===== config.mk =====
export PLATFORM = sky130hd
export DESIGN_NAME = bku_isqrt
export DESIGN_NICKNAME = d
export VERILOG_FILES = /design/src/design/bku_isqrt.sv
export SDC_FILE = /design/constraint.sdc
export NUM_CORES = 1
export LEC_CHECK = 0
export ABC_CLOCK_PERIOD_IN_PS = 3100
export BUFFER_PORTS_ARGS = -buffer_cell sky130_fd_sc_hd__buf_4
export CORE_MARGIN = 2
export CORE_UTILIZATION = 58
export CTS_CLUSTER_SIZE = 10
export DETAILED_ROUTE_END_ITERATION = 16
export HOLD_SLACK_MARGIN = 0.08
export PLACE_DENSITY = 0.83
export REMOVE_ABC_BUFFERS = 1
export SKIP_CTS_REPAIR_TIMING = 1
export SLEW_MARGIN = 20
export SYNTH_ARGS = -nofsm -noshare
export SYNTH_HDL_FRONTEND = slang
export SYNTH_SLANG_ARGS = --single-unit

===== constraint.sdc =====
create_clock -name clk -period 3.1 [get_ports clk]
set_clock_uncertainty 0.05 [all_clocks]
set_input_delay 0.31 -clock clk [delete_from_list [all_inputs] [get_ports clk]]
set_output_delay 0.31 -clock clk [all_outputs]
set_load 0.05 [all_outputs]

===== src/design/bku_isqrt.sv =====
module bku_isqrt #(
	parameter int IW = 34,
	parameter int TW = 1
) (
	input  logic            clk,
	input  logic            arst_n,
	input  logic            in_valid,
	input  logic [IW-1:0]   in_radicand,
	input  logic [TW-1:0]   in_tag,
	output logic            out_valid,
	output logic [IW/2-1:0] out_root,
	output logic [TW-1:0]   out_tag
);

	localparam int N  = IW / 2;
	localparam int RW = N + 2;

	logic            vld_s  [N+1];
	logic [IW-1:0]   x_s    [N+1];
	logic [RW-1:0]   rem_s  [N+1];
	logic [N-1:0]    root_s [N+1];
	logic [TW-1:0]   tag_s  [N+1];

	assign vld_s[0]  = in_valid;
	assign x_s[0]    = in_radicand;
	assign rem_s[0]  = '0;
	assign root_s[0] = '0;
	assign tag_s[0]  = in_tag;

	// one result bit per stage, two radicand bits consumed each time
	for (genvar k = 0; k < N; k++) begin : g_stage
		logic [RW-1:0] rem_sh;
		logic [RW-1:0] trial;
		logic          ge;

		always_comb begin
			rem_sh = {rem_s[k][RW-3:0], x_s[k][IW-1 -: 2]};
			trial  = {root_s[k], 2'b01};
			ge     = (rem_sh >= trial);
		end

		always_ff @(posedge clk or negedge arst_n) begin
			if (!arst_n) begin
				vld_s[k+1] <= 1'b0;
			end else begin
				vld_s[k+1] <= vld_s[k];
			end
		end

		always_ff @(posedge clk) begin
			x_s[k+1]    <= x_s[k] << 2;
			rem_s[k+1]  <= ge ? (rem_sh - trial) : rem_sh;
			root_s[k+1] <= {root_s[k][N-2:0], ge};
			tag_s[k+1]  <= tag_s[k];
		end
	end

	assign out_valid = vld_s[N];
	assign out_root  = root_s[N];
	assign out_tag   = tag_s[N];

endmodule


==> results.ini <==
[run_status]
run_status=finished clean

[power]
internal_power_w=0.01817
leakagePower_nw=13.82
clkPwrFrac=0.321
p_seq_frac=0.468
p_per_area_mw_per_mm2=875.9
p_comb_frac=0.211
p_sw_frac=0.2862
p_sw_w=0.007289
finalPower_w=0.02546
peakVddDrop_mv=0.6469

[floorplanning]
rows=76
die_width_um=213.1
dieArea_mm2=0.04539
initial_utilization=0.5884
die_h_um=213.1
core_mm2=0.04308
io_pins=57

[critical_path]
worstPathCellList=inv_1 > ha_1 > a21o_1 > a21oi_1 > nor2b_1 > o31a_1 > or4b_1 > mux2_2
r2r_start=g_stage[7].trial[5]
end_kind=flip-flop
crit_buf_inv=1
r2r_cells=8
cp.required_ns=3.53
critical-path-top-delay-family=simple AND/OR/NAND/NOR gates
start_kind=flip-flop
cpPeakStageDelay_ns=0.82
rr_endpoint=g_stage[8].rem_sh[9]
cp.arrival_ns=3.27
crit_fanout=22
path_class=flip-flop to flip-flop
rrSetupSlack_ns=0.27
slowest_stage=or4b_1

[job]
maxCapViolCount=0

[yosys]
syn-cell-area_mm2=0.02535
synthArstFlopShare=0.02384
syn-instance-count=2335
ys_seq_area_frac=0.5665
synth_seq_cells=713
synth-edff-count=0
yosysWarnings=0
yosys_most_used_dff=dfxtp_1
synth_cell_types=92
syn_avg_cell_area_um2=10.86

[grt]
grt_antenna_before_repair=0
grt_usage=0.2119
grt_overflow_total=0
grt_max_degree=26
grt_pass1_vias=16677
grt_pass1_wl_mm=78.55

[sta]
worstMarginPinSlew_ns=0.6755
tns_ns=0
hold_violations=0
finalSetupViolations=0
fin_ws_ns=0.2661
hold-worst-slack_ns=0.06278
maxSlewViolCount=0
rsz0062_at_grt=false
max_slew_margin=0.5497
fmax_mhz=352.9
min_period_over_period=0.9142
fin_crit_ns=2.834

[placement]
gp_routability_congestion=0.9056
dp_hpwl_mm=32.75
placed_area_mm2=0.02645
pre_cts_ws_ns=0.2848
port-buffer-count=56

[detailed_routing]
drc=0
totalWireLength_mm=48.36
antenna_left=0
via_per_inst=5.367
first_pass_iters=6
wl_per_cell_um=15.63
drt-initial-drc-count=1049
vias=16606

[layout]
syn2layout_area_growth_pct=14.68
layout.nets=2700
stdcell_area_mm2=0.02907
n_antenna_cell=0
drive_gt1_frac=0.1032

[clocking]
cts_sinks=713
htreeDepth=3
path_clk_slew_ns=0.06
insertion_delay_ns=0.61
cts_tree=yes
cts-root-buf=clkbuf_16
clock_path_buffers=3
cts_made_buffers=81

[hold_path]
hold_class=primary input to async pin

## registers in the layout, indices dropped and copies added, names as in the netlist
signal,cells
x_s,240
g_stage.rem_sh,286
vld_s,16
tag_s,16
out_tag,1
g_stage.trial,136
out_valid,1
out_root,17
## per-stage QoR
step,cells,util
after floorplan,2296,-
after global placement,2956,0.6141
after detailed placement,2956,0.6141
after CTS,3056,0.6660
after global routing,3094,0.6748
final,3094,0.6748
## worst max path at each step
stage | depth (start not counted) | startpoint | to
after floorplan | 8 | g_stage[12].trial[2] | g_stage[13].rem_sh[12]
after global routing | 9 | g_stage[9].trial[5] | g_stage[10].rem_sh[3]
final | 8 | g_stage[7].trial[5] | g_stage[8].rem_sh[9]
after CTS | 8 | g_stage[7].trial[5] | g_stage[8].rem_sh[9]
after global placement | 8 | g_stage[7].trial[5] | g_stage[8].rem_sh[7]
after detailed placement | 8 | g_stage[7].trial[5] | g_stage[8].rem_sh[9]
## layer usage
metal / up-vias / GRT usage / wire length [µm]
li1: 8251 / - / -
met1: 7823 / 0.2682 / 21140
met2: 436 / 0.3639 / 23830
met3: 96 / 0.04162 / 2385
met4: 0 / 0.06848 / 1011
met5: - / 0 / 0
## worst reg2reg max path, delay by kind of cell (launching register included)
kind	cells	cell delay, ns
fa+ha+maj	1	0.32
buf+inv	1	0.04
mux	1	0.40
compound gates	3	0.72
flops	1	0.32
simple gates	2	0.89
## Yosys cell counts (17+ instances only)
master / number / area [µm²]
o21ai_0: 82 / 410.4
ha_1: 170 / 2127
nand2b_1: 21 / 131.4
dfrtp_1: 17 / 425.4
nor2b_1: 25 / 156.4
nand4_1: 26 / 162.7
inv_1: 204 / 765.7
xor2_1: 69 / 604.3
nor4_1: 31 / 193.9
dfxtp_1: 696 / 13930
a21oi_1: 129 / 645.6
nand3_1: 47 / 235.2
nand2_1: 106 / 397.9
xnor2_1: 122 / 1069
nor2_1: 142 / 533.0
o21a_1: 35 / 262.8
mux2_2: 53 / 596.8
nor3_1: 39 / 195.2
a21o_1: 59 / 442.9
## power groups by stage
stage / sequential (W) / combinational [W] / clock, W
after global routing: 0.0121 / 0.00598 / 0.00873
final: 0.0119 / 0.00537 / 0.00818
after floorplan: 0.0118 / 0.00411 / 0
after global placement: 0.0120 / 0.00502 / 0
after CTS: 0.0119 / 0.00529 / 0.00837
after detailed placement: 0.0121 / 0.00521 / 0
## kinds of logic (layout without fill, tap and decap cells)
logic type / after synthesis / after routing / synth area share
xor+xnor: 191 / 191 / 0.06600
simple gates: 539 / 539 / 0.1103
compound gates: 411 / 411 / 0.1064
buf+inv: 245 / 419 / 0.03845
fa+ha+maj: 170 / 170 / 0.08391
flops: 713 / 713 / 0.5665
other cells: 1 / 1 / 0.0001479
mux: 65 / 65 / 0.02838
## layout make-up
cell class              count  area [µm²]
multi-input cells        1377       10030
flip-flops and latches    713       14360
clock buffers              94        2107
repair buffers            113       943.4
inverters                 206       773.2
clock inverters             6       128.9
well taps                 585       732.0
fillers                  3004       14010
## cell usage in the layout (no fill, tap or decap), drive strengths merged, types with 6 or more instances in the layout
cell,instances
or2,11
or3,15
nand4b,8
mux2,55
o41ai,6
nand3b,10
inv,206
a21o,59
nor2b,25
or4,6
buf,75
nor3,40
nor2,142
nand3,48
ha,170
dlygate4sd3,38
clkinv,6
o21bai,6
xor2,69
and3,9
nand4,26
nor4,34
o211ai,12
mux2i,10
a31oi,6
and2,15
dfxtp,696
o21a,35
o21ai,88
xnor2,122
a21oi,131
dfrtp,17
nand2b,21
a2111oi,6
clkbuf,94
nand2,107
a211oi,10
Power figures use the tool's default switching activity.
