**src/design/bku_div.sv**
```systemverilog
module bku_div #(
	parameter int NW = 33,
	parameter int DW = 17,
	parameter int QW = 15,
	parameter int TW = 1
) (
	input  logic          clk,
	input  logic          arst_n,
	input  logic          in_valid,
	input  logic [NW-1:0] in_num,
	input  logic [DW-1:0] in_den,
	input  logic [TW-1:0] in_tag,
	output logic          out_valid,
	output logic [QW-1:0] out_quot,
	output logic [TW-1:0] out_tag
);

	// numerator is known to stay below den << QW
	localparam int CW = DW + QW;

	logic          vld_s [QW+1];
	logic [CW-1:0] r_s   [QW+1];
	logic [DW-1:0] d_s   [QW+1];
	logic [QW-1:0] q_s   [QW+1];
	logic [TW-1:0] tag_s [QW+1];

	assign vld_s[0] = in_valid;
	assign r_s[0]   = CW'(in_num);
	assign d_s[0]   = in_den;
	assign q_s[0]   = '0;
	assign tag_s[0] = in_tag;

	for (genvar k = 0; k < QW; k++) begin : g_stage
		localparam int J = QW - 1 - k;
		logic [CW-1:0] dsh;
		logic          ge;

		always_comb begin
			dsh = CW'(d_s[k]) << J;
			ge  = (r_s[k] >= dsh);
		end

		always_ff @(posedge clk or negedge arst_n) begin
			if (!arst_n) begin
				vld_s[k+1] <= 1'b0;
			end else begin
				vld_s[k+1] <= vld_s[k];
			end
		end

		always_ff @(posedge clk) begin
			r_s[k+1]   <= ge ? (r_s[k] - dsh) : r_s[k];
			d_s[k+1]   <= d_s[k];
			q_s[k+1]   <= (q_s[k] << 1) | QW'(ge);
			tag_s[k+1] <= tag_s[k];
		end
	end

	assign out_valid = vld_s[QW];
	assign out_quot  = q_s[QW];
	assign out_tag   = tag_s[QW];

endmodule

```
**config.mk**
```make
export PLATFORM = sky130hd
export DESIGN_NAME = bku_div
export DESIGN_NICKNAME = d
export VERILOG_FILES = /design/src/design/bku_div.sv
export SDC_FILE = /design/constraint.sdc
export NUM_CORES = 1
export LEC_CHECK = 0
export BUFFER_PORTS_ARGS = -buffer_cell sky130_fd_sc_hd__buf_2
export CELL_PAD_IN_SITES_DETAIL_PLACEMENT = 0
export CELL_PAD_IN_SITES_GLOBAL_PLACEMENT = 1
export CORE_ASPECT_RATIO = 1.4
export CORE_MARGIN = 4
export CORE_UTILIZATION = 35
export DETAILED_ROUTE_END_ITERATION = 6
export PLACE_DENSITY = 0.69
export SYNTH_ARGS = -nofsm -noshare
export SYNTH_HDL_FRONTEND = slang
export SYNTH_SLANG_ARGS = --single-unit
```
**constraint.sdc**
```tcl
create_clock -name clk -period 7.3 [get_ports clk]
set_input_delay 1.46 -clock clk [delete_from_list [all_inputs] [get_ports clk]]
set_output_delay 1.46 -clock clk [all_outputs]
set_load 0.1 [all_outputs]
```
==> results.cfg, run 1 <==
[synth]
syn_inst = 3641
synth_xor_xnor_area_share = 0.0735
synth_cell_type_count = 85
synth.ff_latch_count = 836
synth_area_um2 = 34900
synth-compound-area-share = 0.150
synth_area_per_cell_um2 = 9.60
synth-simple-area-share = 0.133
seq_area_frac_synth = 0.481
synthAdderAreaFrac = 0.0993
synth_edf_count = 0
synth_top_family_by_area = compound AO/OA/AOI/OAI gates
syn_nets = 3964
yosys_warnings = 0
synthArstFlopShare = 0.0179
muxShareOfSynthArea = 0.0172
synth_ff_type = dfxtp_1

[setup_path]
crit_buf_inv = 2
crit_family = simple AND/OR/NAND/NOR gates
critical_path_arrival_ps = 4380
rrSetupSlack_ps = 3460
critical_path.startpoint_type = register
r2r_cells = 11
timing.rr.start = d_s[212]$_DFF_P_
path_class = register to register
crit_slowest_cell = nor3_1
r2r_end = r_s[383]$_DFF_P_
slowest_delay_ps = 690
path_max_fanout = 31
cp-end-kind = register
crit_required_ps = 7850
crit_start = d_s[212]$_DFF_P_
worstPathCellList = inv_1, ha_1, nand3_1, nor3_1, nand4_1, and3_1, a22oi_2, buf_4, nand2b_1, or4_1, xnor2_1

[min_path]
hp-start = q_s[70]$_DFF_P_
whs_endpoint = q_s[56]$_DFF_P_
holdPathStages = 0
hp-class = register to register

[floorplanning]
io_pins = 71
die_h_um = 382
die_w_um = 275
coreArea_um2 = 98700
initial_core_util = 0.354
rows = 136
die_area_um2 = 105000

[power_and_ir_drop]
power.switching_w = 0.00641
peakVddDrop_mv = 0.186
comb_power_share = 0.386
p_clk_frac = 0.251
power_frac_seq = 0.364
intPower_w = 0.0116
power.total_w = 0.0180
power_density_nw_per_um2 = 454
leakagePower_nw = 17.2
p_sw_frac = 0.356

[cts]
cts_tree = yes
clock-sinks = 836
cts_root_buffer = clkbuf_16
postCtsSetupRepairBufs = 0
insertion_delay_ps = 670
cts_buffer_depth = 3
ctsHtreeMaxLevel = 3
clk_pin_slew_ps = 60
cts_hold_buf = 0
cts_buffers = 85
ctsResizeCount = 0

[global_routing]
antenna_found_initial = 0
use_met3 = 0.0221
met2_usage = 0.297
grt_pass1_wl_um = 121000
grt_pass1_vias = 25600
grt_util_all_layers = 0.142
gr-max-usage-layer = met2
grt_max_degree = 42
met1_usage = 0.116
overflow = 0

[drt]
dr.pass1.iters = 5
vias = 24600
routed_wl_um = 75000
drc = 0
avgRoutedWirePerCell_um = 14.7
drt-initial-drc-count = 764
ant_nets = 0
viasPerCell = 4.81

[finish]
design_area_um2 = 39600
drive_above_1_share = 0.0791
regArea_um2 = 16800
fin_nets = 4048
fin_util = 0.401
antenna_cells = 0
nFillCells = 9871
area_delta_synth_final_pct = 13.4
multiInputGateArea_um2 = 16500

[flow_run]
cap_violations = 0

[timing]
post-route-min-period_ps = 3840
hold_ws_ps = 319
timing.fmax_mhz = 261
tns_ps = 0
clock_skew_ps = 32.2
post-route-period-util = 0.526
setup_viol = 0
drv_slew = 0
maxSlewHeadroom = 0.284
rsz0062_at_grt = false
hold_viol = 0
worst_pin_slew_ps = 1050

[place]
place.port_buffers = 69
placed_area_um2 = 36700
gp_congestion = 0.891
dp_hpwl_um = 59000

[outcome]
status = finished, final reports clean
==> layout by cell type, fill, tap and decap left out, drive strengths merged, types with 16 or more instances in the layout <==
cell type  instances
nor3              68
nand4             29
nand2            250
a211oi            27
nor4              51
buf               85
xor2             132
o21ai            207
a21o              81
o21bai            20
nor2             255
mux2              52
o21a              37
a31oi             26
nand3             56
nor2b             30
xnor2            161
o31ai             16
and3              27
dfxtp            821
or4               18
a21oi            280
nand2b            45
o211ai            22
or3               25
clkbuf           119
inv              329
ha               255
==> worst max path at each step <==
stage | endpoint | slack (ps) | cells after the start
3_5_place_dp | r_s[463]$_DFF_P_ | 2960 | 11
5_1_grt | r_s[383]$_DFF_P_ | 3280 | 11
4_1_cts | r_s[383]$_DFF_P_ | 3420 | 11
3_3_place_gp | r_s[465]$_DFF_P_ | 2920 | 11
6_report | r_s[383]$_DFF_P_ | 3460 | 11
2_1_floorplan | r_s[471]$_DFF_P_ | 3830 | 10
==> cells in the mapped netlist (26+ instances only) <==
cell        n  area share
nand3_1    56      0.0080
nand4_1    29      0.0052
a21o_1     81       0.017
nor2_1    255       0.027
mux2_2     51       0.016
o21ai_0   207       0.030
a211oi_1   26      0.0056
inv_1     322       0.035
nand2_1   250       0.027
ha_1      255       0.091
nand2b_1   45      0.0081
and3_1     27      0.0048
nor4_1     50      0.0090
o21a_1     37      0.0080
nor3_1     68      0.0097
nor2b_1    30      0.0054
a21oi_1   279       0.040
xnor2_1   161       0.040
dfxtp_1   821        0.47
xor2_1    132       0.033
clkbuf_1   60      0.0064
a31oi_1    26      0.0047
==> sequential cells by signal, indices dropped and copies added, names as in the netlist <==
signal     cells
d_s          238
out_tag        1
tag_s         14
q_s          105
vld_s         14
out_quot      15
r_s          448
out_valid      1
==> cell type report <==
| class | instances | share of cell area |
|---|---|---|
| clock inverter | 34 | 0.0134 |
| tap | 1311 | 0.0414 |
| inverter | 323 | 0.0306 |
| clock buffer | 119 | 0.0610 |
| timing repair buffer | 85 | 0.0118 |
| sequential | 836 | 0.424 |
| multi-input combinational | 2394 | 0.417 |
==> per-layer routing <==
metal | up-vias | routed length, um
met1 | 11200 | 25100
met3 | 229 | 2170
met2 | 384 | 42500
met4 | 0 | 5240
li1 | 12800 | -
met5 | - | 0
==> power groups by stage <==
| stage | Clock (W) | Sequential, W | Combinational (W) |
|---|---|---|---|
| 2_1_floorplan | 0 | 0.00643 | 0.00551 |
| 4_1_cts | 0.00469 | 0.00655 | 0.00698 |
| 6_report | 0.00452 | 0.00654 | 0.00694 |
| 3_3_place_gp | 0 | 0.00664 | 0.00690 |
| 3_5_place_dp | 0 | 0.00664 | 0.00694 |
| 5_1_grt | 0.00485 | 0.00668 | 0.00779 |
==> cell families (layout without fill, tap and decap cells) <==
group,count (synthesis),count (layout)
multiplexers,53,53
flip-flops,836,836
XOR/XNOR,293,293
adder cells (fa/ha/maj),269,269
AND/OR/NAND/NOR,938,938
AO/OA/AOI/OAI,841,841
buffers and inverters,411,561
==> metrics by stage <==
stage,setup WS [ps],instances
final,3460,5102
after global routing,3280,5102
after CTS,3420,5102
after detailed placement,2960,4949
after global placement,2920,4949
after floorplan,3830,3641
Note: power is estimated with default switching activity, not from simulation.
==> inputs of run 2 (changes only) <==
PLACE_DENSITY = 0.71   (was 0.69)
clock period = 3.25 ns   (was 7.3 ns; I/O delays follow)
==> results.cfg, run 2 (synthesis results as in run 1) <==
[outcome]
status = finished, final reports clean

[power_and_ir_drop]
peakVddDrop_mv = 0.472
leakagePower_nw = 17.9
power_density_nw_per_um2 = 1020

[timing]
worst_pin_slew_ps = 751
post-route-period-util = 0.947
clock_skew_ps = 39.2
drv_slew = 0
hold_viol = 0
hold_ws_ps = 94.7
tns_ps = 0
post-route-min-period_ps = 3080
maxSlewHeadroom = 0.495
setup_viol = 0
timing.fmax_mhz = 325

[finish]
stdcell_count = 5227
regArea_um2 = 16800
reg_top3 = r_s (448), d_s (238), q_s (105)
antenna_cells = 0
nFillCells = 9793
largest_register_ffs = 448
fin_nets = 4171
largest-register = r_s
multiInputGateArea_um2 = 16600
final_cell_mix = dfxtp_1, inv_1, a21oi_1
layout.cells.most_common = dfxtp_1
fin_util = 0.413
drive_above_1_share = 0.112
area_delta_synth_final_pct = 16.6

[global_routing]
antenna_found_initial = 0
grt_pass1_vias = 26400
overflow = 0
grt_max_degree = 35
grt_util_all_layers = 0.145
grt_pass1_wl_um = 124000

[cts]
cts_buffers = 87
ctsHtreeMaxLevel = 3
postCtsSetupRepairBufs = 0
clock-sinks = 836
cts_tree = yes
insertion_delay_ps = 680
cts_buffer_depth = 3
cts_root_buffer = clkbuf_16
clk_pin_slew_ps = 60

[setup_path]
slowest_delay_ps = 700
critical_path.startpoint_type = register
crit_top_cell = inv_1
crit_buf_inv = 2
worstPathCellList = inv_1, ha_1, nor4bb_2, nand4_1, a31oi_1, nor3b_1, or4b_2, a22o_1, inv_1, o311a_1, xor2_1
cp-end-kind = register
rrSetupSlack_ps = 170
crit_slowest_cell = or4b_2
critical_path_arrival_ps = 3660
crit_required_ps = 3830
path_class = register to register
crit_family = simple AND/OR/NAND/NOR gates
path_max_fanout = 5

[place]
place_inst = 5069
place.port_buffers = 69
dp_hpwl_um = 59800
gp_congestion = 0.893

[drt]
ant_nets = 0
avgRoutedWirePerCell_um = 14.5
drt-initial-drc-count = 886
viasPerCell = 4.83
vias = 25200
dr.pass1.iters = 5
drc = 0
routed_wl_um = 75800

[floorplanning]
die_h_um = 382
coreArea_um2 = 98700
initial_core_util = 0.354
rows = 136
die_area_um2 = 105000
die_w_um = 275
io_pins = 71

[min_path]
hp-class = input port to register

[flow_run]
cap_violations = 0
==> run 2: metrics by stage <==
stage | total power, W | instance area (um2) | setup slack, ps
floorplan | 0.0268 | 34900 | 515
global placement | 0.0312 | 37600 | 30.5
detailed placement | 0.0313 | 37600 | 55.6
CTS | 0.0419 | 40700 | 34.9
global route | 0.0446 | 40700 | -19.2
finish | 0.0415 | 40700 | 172
==> run 2: power by group <==
group	total, W	switching [W]	internal, W
registers	0.0147	0.00161	0.0131
logic	0.0164	0.00886	0.00755
clock network	0.0104	0.00410	0.00628
==> run 2: timing repair <==
| action | 4_1_cts | 5_1_grt |
|---|---|---|
| hold endpoints to repair | 15 | 0 |
| hold buffers | 1 | 0 |
| endpoints found under the setup margin | 0 | 51 |
| resized for setup | 0 | 15 |
==> run 2: worst paths after layout <==
| kind | startpoint | to | cells after the start |
|---|---|---|---|
| worst min-delay path | in_tag | tag_s[14]$_DFF_P_ | 1 |
| max in group asynchronous | arst_n | vld_s[12]$_DFF_PN0_ | 2 |
| worst max-delay path | r_s[461]$_DFF_P_ | r_s[446]$_DFF_P_ | 11 |
| worst max register to register | r_s[461]$_DFF_P_ | r_s[446]$_DFF_P_ | 11 |
| worst min register to register | q_s[33]$_DFF_P_ | q_s[19]$_DFF_P_ | 0 |
| min in group asynchronous | arst_n | vld_s[1]$_DFF_PN0_ | 2 |
==> run 2: final cells by class <==
type                       instances  area share
multi-input combinational       2394       0.408
inverter                         323      0.0298
clock buffer                     121      0.0613
clock inverter                    36      0.0135
tap                             1311      0.0403
timing repair buffer             206      0.0347
sequential                       836       0.413
==> run 2: routing by layer <==
layer  track usage  up-vias  part of all wire
li1              -    13000                 -
met1         0.120    11600              0.33
met2         0.305      396              0.57
met3        0.0231      238             0.029
met4        0.0879        0             0.062
met5             0        -                 0
==> inputs of run 3 (changes only) <==
BUFFER_PORTS_ARGS = not set   (was -buffer_cell sky130_fd_sc_hd__buf_2)
DONT_BUFFER_PORTS = 1   (was not set)
PLACE_DENSITY = 0.7   (was 0.71)
==> results.cfg, run 3 (synthesis results as in run 1) <==
[setup_path]
crit_start = d_s[92]$_DFF_P_
timing.rr.start = d_s[92]$_DFF_P_
crit_buf_inv = 3
r2r_cells = 10
cp-end-kind = register
path_class = register to register
critical_path_arrival_ps = 3620
crit_family = compound AO/OA/AOI/OAI gates
crit_cells = 10
rrSetupSlack_ps = 180
r2r_end = r_s[136]$_DFF_P_
worstPathCellList = inv_1, ha_1, a21o_1, a21o_1, a311o_1, o221ai_1, and3_1, buf_4, buf_4, mux2_2
crit_end = r_s[136]$_DFF_P_
path_max_fanout = 28
crit_slowest_cell = a311o_1
slowest_delay_ps = 400
critical_path.startpoint_type = register
crit_required_ps = 3800

[floorplanning]
io_pins = 71
coreArea_um2 = 98700
die_w_um = 275
rows = 136
die_h_um = 382
die_area_um2 = 105000
initial_core_util = 0.354

[drt]
viasPerCell = 4.85
drt-initial-drc-count = 850
vias = 25100
avgRoutedWirePerCell_um = 14.7
ant_nets = 0
drc = 0
routed_wl_um = 76100
dr.pass1.iters = 4

[finish]
reg_top3 = r_s (448), d_s (238), q_s (105)
final_cell_mix = dfxtp_1, inv_1, a21oi_1
largest_register_ffs = 448
nFillCells = 9697
drive_above_1_share = 0.0958
layout.cells.most_common = dfxtp_1
antenna_cells = 0
fin_nets = 4128
design_area_um2 = 40700
largest-register = r_s
area_delta_synth_final_pct = 16.5

[power_and_ir_drop]
power.switching_w = 0.0146
power_frac_seq = 0.358
p_clk_frac = 0.251
p_sw_frac = 0.352
leakagePower_nw = 17.8
peakVddDrop_mv = 0.502
power.total_w = 0.0415
intPower_w = 0.0269
comb_power_share = 0.391
power_density_nw_per_um2 = 1020

[timing]
clock_skew_ps = 53.0
post-route-period-util = 0.945
post-route-min-period_ps = 3070
drv_slew = 0
hold_viol = 0
timing.fmax_mhz = 325
setup_viol = 0
maxSlewHeadroom = 0.360
worst_pin_slew_ps = 959

[cts]
cts_buffer_depth = 3
clk_pin_slew_ps = 60
ctsHtreeMaxLevel = 3
cts_root_buffer = clkbuf_16
cts_tree = yes
clock-sinks = 836
cts_buffers = 87
insertion_delay_ps = 660

[flow_run]
cap_violations = 0

[global_routing]
overflow = 0
grt_pass1_vias = 26300
grt_util_all_layers = 0.145
grt_max_degree = 36
grt_pass1_wl_um = 124000
antenna_found_initial = 0

[place]
gp_congestion = 0.875
place.port_buffers = 0
placed_area_um2 = 37200
dp_hpwl_um = 59900

[min_path]
hp-start = in_num[17]
hp-class = input port to register

[outcome]
status = finished, final reports clean
-- run 3: cell types whose count changed in the layout (fill, tap and decap cells not counted), moves of 2 or more --
cell	previous run	this run
buf_2	69	0
dlygate4sd3_1	1	34
clkbuf_1	16	6
buf_4	133	124
clkinv_2	12	16
a21boi_0	15	13
a21boi_1	0	2
buf_12	3	5
clkinv_8	0	2
inv_6	3	5
-- run 3: through the flow --
stage	hold WS, ps	setup WS [ps]	setup TNS [ps]	instances	utilization
2_1_floorplan	310	515	0	3641	-
3_3_place_gp	310	-112	-1440	4993	0.377
3_5_place_dp	312	-111	-1290	4993	0.377
6_report	123	178	0	5182	0.412
5_1_grt	88.3	-29.5	-63.4	5182	0.412
4_1_cts	46.2	6.05	0	5182	0.412
-- run 3: per-layer routing --
layer	vias to the layer above	routed length [um]	GRT usage
met1	11500	25200	0.119
met3	247	2240	0.0225
met4	0	5500	0.103
met2	381	43200	0.300
met5	-	0	0
li1	12900	-	-
-- run 3: area by class of cell --
| class | count | area [um2] | share of cell area |
|---|---|---|---|
| clock buffers | 113 | 2500 | 0.0614 |
| multi-input cells | 2394 | 16600 | 0.408 |
| clock inverters | 42 | 568 | 0.0140 |
| repair buffers | 163 | 1370 | 0.0337 |
| flip-flops and latches | 836 | 16800 | 0.413 |
| inverters | 323 | 1210 | 0.0298 |
| well taps | 1311 | 1640 | 0.0403 |
-- run 3: how the worst min path moves through the flow --
stage	endpoint	slack (ps)	depth (start not counted)
global route	r_s[465]$_DFF_P_	90	1
finish	r_s[465]$_DFF_P_	120	1
detailed placement	q_s[124]$_DFF_P_	310	0
global placement	tag_s[6]$_DFF_P_	310	0
CTS	r_s[465]$_DFF_P_	50	1
floorplan	out_quot[10]$_DFF_P_	310	0
-- run 3: power groups by stage --
stage	sequential (W)	combinational, W	clock [W]
2_1_floorplan	0.0144	0.0124	0
3_3_place_gp	0.0151	0.0160	0
3_5_place_dp	0.0151	0.0162	0
4_1_cts	0.0148	0.0163	0.0108
5_1_grt	0.0152	0.0182	0.0112
6_report	0.0148	0.0162	0.0104
-- run 3: worst reg2reg max path: cells and delay by family (launching register included) --
kind / cells / cell delay, ps
compound gates: 4 / 1170
simple gates: 1 / 290
buf+inv: 3 / 440
flops: 1 / 330
mux: 1 / 390
fa+ha+maj: 1 / 350
-- run 3: repair_timing --
action,CTS,global route
pin swaps,1,3
resized for setup,2,17
setup endpoints to repair,19,46
hold endpoints to repair,48,0
setup buffers,0,0
hold buffers,34,0
